<file path="config.mk">
export PLATFORM = sky130hd
export DESIGN_NAME = hunt_and_kill_maze_generator
export DESIGN_NICKNAME = d
export VERILOG_FILES = /design/src/rtl/core/hak_pkg.sv /design/src/rtl/core/hunt_and_kill_maze_generator.sv /design/src/rtl/core/hak_pick.sv
export SDC_FILE = /design/constraint.sdc
export NUM_CORES = 1
export LEC_CHECK = 0
export BUFFER_PORTS_ARGS = -buffer_cell sky130_fd_sc_hd__buf_2
export CORE_MARGIN = 5
export CORE_UTILIZATION = 35
export DETAILED_ROUTE_END_ITERATION = 6
export GPL_TIMING_DRIVEN = 0
export HOLD_SLACK_MARGIN = 0.1
export MAX_ROUTING_LAYER = met4
export PLACE_DENSITY_LB_ADDON = 0.05
export SETUP_SLACK_MARGIN = 0.2
export SYNTH_ARGS = -nofsm -noshare
export SYNTH_HDL_FRONTEND = slang
export SYNTH_SLANG_ARGS = --single-unit
export TNS_END_PERCENT = 100
</file>
<file path="constraint.sdc">
create_clock -name clk -period 30.5 [get_ports clk]
set_input_delay 3.05 -clock clk [delete_from_list [all_inputs] [get_ports clk]]
set_output_delay 3.05 -clock clk [all_outputs]
set_load 0.005 [all_outputs]
</file>
<file path="src/rtl/core/hak_pkg.sv">
// ----------------------------------------------------------------------------
// Hunt-and-kill maze package
// Field widths, codes and shared types of the maze generator.
// ----------------------------------------------------------------------------
package hak_pkg;

  localparam int DEF_MAX_SIDE  = 16;
  localparam int SIDE_W        = 5;
  localparam int RAND_W        = 8;
  localparam int TILE_W        = 5;
  localparam int KIND_W        = 2;
  localparam int GRID_SIDE_MIN = 2;

  localparam logic [SIDE_W-1:0] DEF_GRID_SIDE = SIDE_W'(4);

  localparam logic FUNC_START   = 1'b0;
  localparam logic FUNC_ADVANCE = 1'b1;

  localparam logic [KIND_W-1:0] KIND_WALK  = 2'd0;
  localparam logic [KIND_W-1:0] KIND_START = 2'd1;
  localparam logic [KIND_W-1:0] KIND_GOAL  = 2'd2;

  typedef enum logic [1:0] {
    DIR_UP,
    DIR_DOWN,
    DIR_RIGHT,
    DIR_LEFT
  } dir_t;

  typedef enum logic [1:0] {
    PH_IDLE,
    PH_WALK,
    PH_DONE
  } phase_t;

  typedef enum logic [2:0] {
    ST_IDLE,
    ST_CLEAR,
    ST_GATHER,
    ST_PICK,
    ST_SCAN_RD,
    ST_SCAN_CHK,
    ST_EMIT
  } state_t;

  typedef struct packed {
    logic has;
    dir_t sel;
  } pick_t;

endpackage

</file>
<file path="src/rtl/core/hunt_and_kill_maze_generator.sv">
// ----------------------------------------------------------------------------
// Hunt-and-kill maze generator: a start item runs a sweep over the visited memory.
// Walk step: up to four neighbor reads and a pick, then the tiles are emitted in order.
// Hunt: each scanned cell is read and checked; an unvisited one has its neighbors read.
// Reset (rst, synchronous) sets phase idle; the visited memory is cleared by
// the sweep of each start item, during which no item is taken.
// ----------------------------------------------------------------------------
module hunt_and_kill_maze_generator
  import hak_pkg::*;
#(
  parameter int MAX_SIDE = DEF_MAX_SIDE
) (
  input  logic              clk,
  input  logic              rst,
  input  logic              cfg_we,
  input  logic [SIDE_W-1:0] grid_side,
  input  logic              item_valid,
  output logic              item_ready,
  input  logic              func,
  input  logic [RAND_W-1:0] rand_value,
  output logic              tile_valid,
  input  logic              tile_ready,
  output logic [TILE_W-1:0] tile_x,
  output logic [TILE_W-1:0] tile_y,
  output logic [KIND_W-1:0] tile_kind,
  output logic              maze_done,
  output logic              last_of_run
);

  localparam int CW    = $clog2(MAX_SIDE);
  localparam int CELLS = MAX_SIDE * MAX_SIDE;
  localparam int AW    = $clog2(CELLS);
  localparam int SW    = ($clog2(MAX_SIDE + 1) > SIDE_W) ? $clog2(MAX_SIDE + 1) : SIDE_W;
  localparam int TSW   = (CW + 2 > TILE_W) ? CW + 2 : TILE_W;

  typedef struct packed {
    logic          ok;
    logic [CW-1:0] x;
    logic [CW-1:0] y;
  } nbr_t;

  function automatic logic [AW-1:0] addr_of(input logic [CW-1:0] x, input logic [CW-1:0] y);
    return AW'(AW'(x) * AW'(MAX_SIDE) + AW'(y));
  endfunction

  function automatic logic [TILE_W-1:0] tile_of(input logic [CW-1:0] a,
                                                input logic [CW-1:0] b);
    logic [TSW-1:0] s;
    s = TSW'(a) + TSW'(b) + TSW'(1);
    return s[TILE_W-1:0];
  endfunction

  function automatic nbr_t nbr_of(input dir_t k, input logic [CW-1:0] bx,
                                  input logic [CW-1:0] by, input logic [CW-1:0] n);
    logic [CW:0] nx;
    logic [CW:0] ny;
    logic        lo_ok;
    nbr_t        r;
    nx    = {1'b0, bx};
    ny    = {1'b0, by};
    lo_ok = 1'b1;
    unique case (k)
      DIR_UP: begin
        lo_ok = (by != '0);
        ny    = {1'b0, by} - 1'b1;
      end
      DIR_DOWN:  ny = {1'b0, by} + 1'b1;
      DIR_RIGHT: nx = {1'b0, bx} + 1'b1;
      DIR_LEFT: begin
        lo_ok = (bx != '0);
        nx    = {1'b0, bx} - 1'b1;
      end
    endcase
    r.ok = lo_ok && (nx < {1'b0, n}) && (ny < {1'b0, n});
    r.x  = nx[CW-1:0];
    r.y  = ny[CW-1:0];
    return r;
  endfunction

  state_t st, st_next;
  phase_t phase;

  logic [SIDE_W-1:0] side_cfg;
  logic [SW-1:0]     side_ext;
  logic [SW-1:0]     side_clamp;

  logic [CW-1:0] cur_x, cur_y, org_x, org_y;
  logic [CW-1:0] base_x, base_y, scan_x, scan_y;
  logic [CW-1:0] n_cells;
  logic [RAND_W-1:0] req_rand;
  logic          want_seen;
  logic [3:0]    mask;
  logic [2:0]    g_cnt;
  logic          pend;
  dir_t          pend_k;
  logic [AW-1:0] clr_addr;

  logic [TILE_W-1:0] res_x [3];
  logic [TILE_W-1:0] res_y [3];
  logic [KIND_W-1:0] res_kind [3];
  logic [1:0]        res_last;
  logic [1:0]        res_idx;

  logic          vis_mem [CELLS];
  logic          rd_data;
  logic          rd_en;
  logic [AW-1:0] rd_addr;
  logic          mem_we;
  logic [AW-1:0] mem_wa;
  logic          mem_wd;

  logic  item_fire;
  logic  out_free;
  logic  scan_last;
  logic  adv;
  nbr_t  g_nbr;
  nbr_t  sel_nbr;
  pick_t pk;

  hak_pick u_pick (
    .mask       (mask),
    .rand_value (req_rand),
    .pick       (pk)
  );

  always_comb begin
    side_ext = SW'(side_cfg);
    if (side_ext < SW'(GRID_SIDE_MIN)) begin
      side_clamp = SW'(GRID_SIDE_MIN);
    end else if (side_ext > SW'(MAX_SIDE)) begin
      side_clamp = SW'(MAX_SIDE);
    end else begin
      side_clamp = side_ext;
    end
  end

  assign item_fire = item_valid && item_ready;
  assign out_free  = !tile_valid || tile_ready;
  assign g_nbr     = nbr_of(dir_t'(g_cnt[1:0]), base_x, base_y, n_cells);
  assign sel_nbr   = nbr_of(pk.sel, base_x, base_y, n_cells);
  assign scan_last = (scan_x == n_cells - 1'b1) && (scan_y == n_cells - 1'b1);
  assign adv       = ((st == ST_SCAN_CHK) && rd_data)
                  || ((st == ST_PICK) && want_seen && !pk.has);

  // next state
  always_comb begin
    st_next = st;
    unique case (st)
      ST_IDLE: begin
        if (item_fire) begin
          if (func == FUNC_START) begin
            st_next = ST_CLEAR;
          end else if (phase == PH_WALK) begin
            st_next = ST_GATHER;
          end
        end
      end
      ST_CLEAR: begin
        if (clr_addr == '0) st_next = ST_EMIT;
      end
      ST_GATHER: begin
        if (g_cnt == 3'd4) st_next = ST_PICK;
      end
      ST_PICK: begin
        if (pk.has) begin
          st_next = ST_EMIT;
        end else if (!want_seen) begin
          st_next = ST_SCAN_RD;
        end else if (scan_last) begin
          st_next = ST_EMIT;
        end else begin
          st_next = ST_SCAN_RD;
        end
      end
      ST_SCAN_RD: st_next = ST_SCAN_CHK;
      ST_SCAN_CHK: begin
        if (!rd_data) begin
          st_next = ST_GATHER;
        end else if (scan_last) begin
          st_next = ST_EMIT;
        end else begin
          st_next = ST_SCAN_RD;
        end
      end
      ST_EMIT: begin
        if (out_free && (res_idx == res_last)) st_next = ST_IDLE;
      end
      default: st_next = ST_IDLE;
    endcase
  end

  // memory and handshake controls
  always_comb begin
    item_ready = (st == ST_IDLE);
    rd_en      = 1'b0;
    rd_addr    = addr_of(scan_x, scan_y);
    mem_we     = 1'b0;
    mem_wa     = clr_addr;
    mem_wd     = 1'b0;
    unique case (st)
      ST_CLEAR: begin
        mem_we = 1'b1;
        mem_wd = (clr_addr == '0);
      end
      ST_GATHER: begin
        rd_en   = (g_cnt != 3'd4) && g_nbr.ok;
        rd_addr = addr_of(g_nbr.x, g_nbr.y);
      end
      ST_PICK: begin
        mem_we = pk.has;
        mem_wa = want_seen ? addr_of(base_x, base_y) : addr_of(sel_nbr.x, sel_nbr.y);
        mem_wd = 1'b1;
      end
      ST_SCAN_RD: rd_en = 1'b1;
      default: ;
    endcase
  end

  always_ff @(posedge clk) begin
    if (mem_we) vis_mem[mem_wa] <= mem_wd;
    if (rd_en) rd_data <= vis_mem[rd_addr];
  end

  always_ff @(posedge clk) begin
    if (rst) begin
      st         <= ST_IDLE;
      phase      <= PH_IDLE;
      side_cfg   <= DEF_GRID_SIDE;
      cur_x      <= '0;
      cur_y      <= '0;
      org_x      <= '0;
      org_y      <= '0;
      clr_addr   <= '0;
      g_cnt      <= '0;
      pend       <= 1'b0;
      res_idx    <= '0;
      tile_valid <= 1'b0;
    end else begin
      st <= st_next;
      if (cfg_we) side_cfg <= grid_side;

      if (st == ST_IDLE && item_fire) begin
        g_cnt <= '0;
        pend  <= 1'b0;
        if (func == FUNC_START) begin
          clr_addr <= AW'(CELLS - 1);
          phase    <= PH_WALK;
          cur_x    <= '0;
          cur_y    <= '0;
          org_x    <= '0;
          org_y    <= '0;
        end
      end

      if (st == ST_CLEAR) clr_addr <= clr_addr - 1'b1;

      if (st == ST_GATHER) begin
        g_cnt <= g_cnt + 3'd1;
        pend  <= (g_cnt != 3'd4) && g_nbr.ok;
      end

      if (st == ST_SCAN_CHK && !rd_data) begin
        g_cnt <= '0;
        pend  <= 1'b0;
      end

      if (st == ST_PICK && pk.has) begin
        if (want_seen) begin
          cur_x <= base_x;
          cur_y <= base_y;
          org_x <= base_x;
          org_y <= base_y;
        end else begin
          cur_x <= sel_nbr.x;
          cur_y <= sel_nbr.y;
        end
      end

      if (adv && scan_last) phase <= PH_DONE;

      if (st == ST_EMIT) begin
        if (out_free) res_idx <= res_idx + 2'd1;
      end else begin
        res_idx <= '0;
      end

      if (st == ST_EMIT && out_free) begin
        tile_valid <= 1'b1;
      end else if (tile_ready) begin
        tile_valid <= 1'b0;
      end
    end
  end

  always_ff @(posedge clk) begin
    if (st == ST_IDLE && item_fire) begin
      req_rand    <= rand_value;
      n_cells     <= CW'(side_clamp - 1'b1);
      base_x      <= cur_x;
      base_y      <= cur_y;
      want_seen   <= 1'b0;
      mask        <= '0;
      res_x[0]    <= TILE_W'(1);
      res_y[0]    <= TILE_W'(1);
      res_kind[0] <= KIND_START;
      res_last    <= 2'd0;
    end

    if (st == ST_GATHER) begin
      pend_k <= dir_t'(g_cnt[1:0]);
      if (pend && (rd_data == want_seen)) mask[pend_k] <= 1'b1;
    end

    if (st == ST_PICK) begin
      if (pk.has) begin
        res_x[0]    <= tile_of(base_x, sel_nbr.x);
        res_y[0]    <= tile_of(base_y, sel_nbr.y);
        res_kind[0] <= KIND_WALK;
        res_x[1]    <= tile_of(sel_nbr.x, sel_nbr.x);
        res_y[1]    <= tile_of(sel_nbr.y, sel_nbr.y);
        res_kind[1] <= KIND_WALK;
        res_x[2]    <= tile_of(base_x, base_x);
        res_y[2]    <= tile_of(base_y, base_y);
        res_kind[2] <= KIND_WALK;
        res_last    <= want_seen ? 2'd2 : 2'd1;
      end else if (!want_seen) begin
        scan_x <= '0;
        scan_y <= '0;
      end
    end

    if (adv) begin
      if (scan_last) begin
        res_x[0]    <= tile_of(org_x, org_x);
        res_y[0]    <= tile_of(org_y, org_y);
        res_kind[0] <= KIND_GOAL;
        res_last    <= 2'd0;
      end else if (scan_y == n_cells - 1'b1) begin
        scan_x <= scan_x + 1'b1;
        scan_y <= '0;
      end else begin
        scan_y <= scan_y + 1'b1;
      end
    end

    if (st == ST_SCAN_CHK && !rd_data) begin
      base_x    <= scan_x;
      base_y    <= scan_y;
      want_seen <= 1'b1;
      mask      <= '0;
    end

    if (st == ST_EMIT && out_free) begin
      tile_x      <= res_x[res_idx];
      tile_y      <= res_y[res_idx];
      tile_kind   <= res_kind[res_idx];
      maze_done   <= (res_kind[res_idx] == KIND_GOAL);
      last_of_run <= (res_idx == res_last);
    end
  end

endmodule

</file>
<file path="src/rtl/core/hak_pick.sv">
// ----------------------------------------------------------------------------
// Neighbor picker
// Counts candidate neighbors and selects one as random word mod count.
// ----------------------------------------------------------------------------
module hak_pick
  import hak_pkg::*;
(
  input  logic [3:0]        mask,
  input  logic [RAND_W-1:0] rand_value,
  output pick_t             pick
);

  function automatic logic [1:0] mod3(input logic [RAND_W-1:0] v);
    logic [3:0] s;
    s = 4'(v[0]) + 4'(v[2]) + 4'(v[4]) + 4'(v[6])
      + 4'({v[1], 1'b0}) + 4'({v[3], 1'b0}) + 4'({v[5], 1'b0}) + 4'({v[7], 1'b0});
    if (s >= 4'd9) s = s - 4'd9;
    if (s >= 4'd6) s = s - 4'd6;
    if (s >= 4'd3) s = s - 4'd3;
    return s[1:0];
  endfunction

  logic [2:0] cnt;
  logic [1:0] idx;

  always_comb begin
    cnt = 3'(mask[0]) + 3'(mask[1]) + 3'(mask[2]) + 3'(mask[3]);
  end

  always_comb begin
    case (cnt)
      3'd2:    idx = {1'b0, rand_value[0]};
      3'd3:    idx = mod3(rand_value);
      3'd4:    idx = rand_value[1:0];
      default: idx = 2'd0;
    endcase
  end

  always_comb begin
    logic [1:0] seen_cnt;
    logic       found;
    seen_cnt = 2'd0;
    found    = 1'b0;
    pick.has = (cnt != 3'd0);
    pick.sel = DIR_UP;
    for (int d = 0; d < 4; d++) begin
      if (mask[d] && !found) begin
        if (seen_cnt == idx) begin
          pick.sel = dir_t'(2'(d));
          found    = 1'b1;
        end
        seen_cnt = seen_cnt + 2'd1;
      end
    end
  end

endmodule

</file>
==> reports/qor.csv <==
metric,value,unit
worst-case clock buffer depth,3,
critical path capture point type,register,
sequential power share,26.7,%
post-CTS sizing,0,
critical path launch point type,register,
Seq cells post-synth,379,
Area contributors post-synth,"edfxtp_1 (46%), nor4_1 (6.2%), nand2_1 (6.2%)",
initial antenna violation count,3,
fmax,104.3,MHz
Synth area leader,edfxtp_1,
initial core utilization,35.16,%
RSZ-0062 raised after global routing,false,
kind of critical path,register to register,
CTS tree,built,
Sw Share,48.81,%
ys async rst share,0,%
Layout fillers,5785,
Post-Synthesis Net Count,2078,
synthesis warning total,0,
grt total ovfl,0,
worst-path fanout max,10,
outcome,"finished, violations left",
min Tclk post-route,9585,ps
GRT Total Usage,26.49,%
post-synthesis cell type count,92,
drt pass-1 iters,5,
Crit path arrival time,9900,ps
PD cells,103.0,nW/um2
H-tree depth,2,
sum of negative setup slack,0,ps
max incr delay on CP,920,ps
Cells after Synth,2011,
post-synth top area share,46.42,%
Num CTS Buffers,46,
I/O pin count,35,
max-cap violation count,1,
Final HPWL DP,58020,um
vias,17570,
Setup Skew,32.23,ps
P_leak,7.680,nW
vias in the first global route,17230,
worst slew pin tran,1488,ps
sequential cell area,10780,um2
pre-CTS WS,21010,ps
# setup viols final,0,
Worst path top cell family by delay,adder cells,
period utilization,31.43,%
Die ar.,63920,um2
clock network latency to the later pin of the worst-skew pair,610,ps
IO Port Bufs,33,
failing checks,capacitance limit,
Internal,0.001237,W
Hold WS,457.0,ps
final instance area,23480,um2
Die Span Y,252.8,um
Root Driver,clkbuf_16,
vias per cell,6.026,
routed wire length,84360,um
sequential area share after synthesis,52.24,%
peak supply drop,0.1146,mV
Routed Antenna Nets,0,
largest net degree at the start of global routing,42,
worst hold path class,register to register,
Final Hold Vio Count,0,
count of pins over their slew limit,0,
share of post-route cells with drive strength above 1,12.49,%
wire per inst,28.93,um
GPL Wtd Cong,0.9381,
Nets,2167,
required time of the critical path,30820,ps
Gate power share,50.4,%
Clk pwr share,22.9,%
footprint of the multi-input gates,8805,um2
core region area,58690,um2
Post-DP Area,21990,um2
drt drc,0,
first-pass GRT wire length,121100,um
Setup WS post-layout,20920,ps
Slowest cell on crit path,nor2_1,
"Reg clk slew, reported paths",60,ps
Hold Buf Count CTS,0,
syn_area_per_cell,10.26,um2
Row Count,89,
area grow syn2layout,13.79,%
P_sw,0.001180,W
Buf/Inv on CP,5,
Die W,252.8,um
Slew headroom,0.1083,%
clk sinks,379,
"Top FF cell, synth",edfxtp_1,
initial DRC count,1671,
most frequent cell on the critical path,ha_1,
Util after Layout,40.01,%
post-CTS setup buffers,0,
Post-Syn Area,20640,um2
number of flops mapped to enable cells by yosys,319,
[cells in the mapped netlist (8+ instances only)]
master and instances:
a211oi_1 22, a21o_1 10, a21oi_1 55, a22oi_1 8, a311o_1 14, a311oi_1 41
a31oi_1 15, and3_1 23, buf_1 19, buf_2 47, clkbuf_1 118, dfxtp_1 60
edfxtp_1 319, ha_1 41, inv_1 60, mux2_2 10, mux2i_1 32, nand2_1 340
nand2b_1 14, nand3_1 121, nor2_1 76, nor2b_1 12, nor3_1 33, nor4_1 205
nor4_2 58, o211ai_1 10, o21a_1 10, o21ai_0 51, or3_1 12, xnor2_1 17
xor2_1 16
[routing by layer]
| layer | track usage (%) | part of all wire [%] |
|---|---|---|
| met5 | - | 0 |
| met4 | 11.57 | 5.1 |
| met3 | 4.622 | 7.6 |
| met2 | 42.95 | 48 |
| met1 | 32.77 | 40 |
[tightest hold or removal path: stages (launching register included)]
cell and delay, ps:
dfxtp_1 310, nand2_1 50, a21oi_1 50
[power groups by stage]
stage / Clock, W / Sequential (W) / Combinational [W]
2_1_floorplan: 0 / 0.000660 / 0.000725
3_3_place_gp: 0 / 0.000688 / 0.00116
3_5_place_dp: 0 / 0.000657 / 0.00119
4_1_cts: 0.000562 / 0.000646 / 0.00119
5_1_grt: 0.000579 / 0.000649 / 0.00129
6_report: 0.000553 / 0.000647 / 0.00122
[flip-flops by register name (all words and copies together), names as in the netlist, 3 cells and up, named ones only]
signal / cells
tile_x: 5
scan_x: 4
org_y: 4
g_cnt: 3
cur_x: 4
cur_y: 4
mask: 4
res_x: 13
base_y: 4
side_cfg: 5
res_y: 13
tile_y: 5
st: 3
base_x: 4
n_cells: 4
org_x: 4
scan_y: 4
vis_mem: 256
req_rand: 8
clr_addr: 8
[cell type report]
class	count	share of cell area (%)
multi-input cells	1378	37.49
inverters	63	1.028
diodes	5	0.05328
clock inverters	27	0.9751
plain buffers	191	3.517
flip-flops and latches	379	45.91
clock buffers	59	5.328
well taps	773	4.119
repair buffers	41	1.577
[final timing paths]
kind         slack (ps)  depth (start not counted)     endpoint   startpoint
min                 460                          2     cur_x[3]     cur_x[3]
min reg2reg         460                          2     cur_x[3]     cur_x[3]
max reg2reg       20920                         31  vis_mem[68]  req_rand[0]
max               20920                         31  vis_mem[68]  req_rand[0]
[cell families after synthesis]
kind of cell,after synthesis,synth area share [%]
AO/OA/AOI/OAI,321,11.51
AND/OR/NAND/NOR,931,24.19
XOR/XNOR,36,1.637
buffers and inverters,254,5.166
multiplexers,42,2.098
adder cells (fa/ha/maj),48,3.165
flip-flops,379,52.24
[per-stage QoR]
stage / cells / total power, W
2_1_floorplan: 2011 / 0.001385
3_3_place_gp: 2817 / 0.001853
3_5_place_dp: 2825 / 0.001846
4_1_cts: 2911 / 0.002400
5_1_grt: 2914 / 0.002515
6_report: 2916 / 0.002418
[cell usage in the layout (no fill, tap or decap), types with 15 or more instances in the layout]
cell / netlist / layout
a211oi_1: 22 / 22
a21oi_1: 55 / 54
a311oi_1: 41 / 41
a31oi_1: 15 / 15
and3_1: 23 / 23
buf_1: 19 / 18
buf_2: 47 / 81
clkbuf_1: 118 / 127
clkbuf_16: 0 / 47
dfxtp_1: 60 / 60
edfxtp_1: 319 / 319
ha_1: 41 / 41
inv_1: 60 / 60
mux2i_1: 32 / 32
nand2_1: 340 / 340
nand3_1: 121 / 121
nor2_1: 76 / 76
nor3_1: 33 / 33
nor4_1: 205 / 205
nor4_2: 58 / 58
o21ai_0: 51 / 51
xnor2_1: 17 / 17
xor2_1: 16 / 16
No activity file was read; power rests on OpenSTA's default activity.
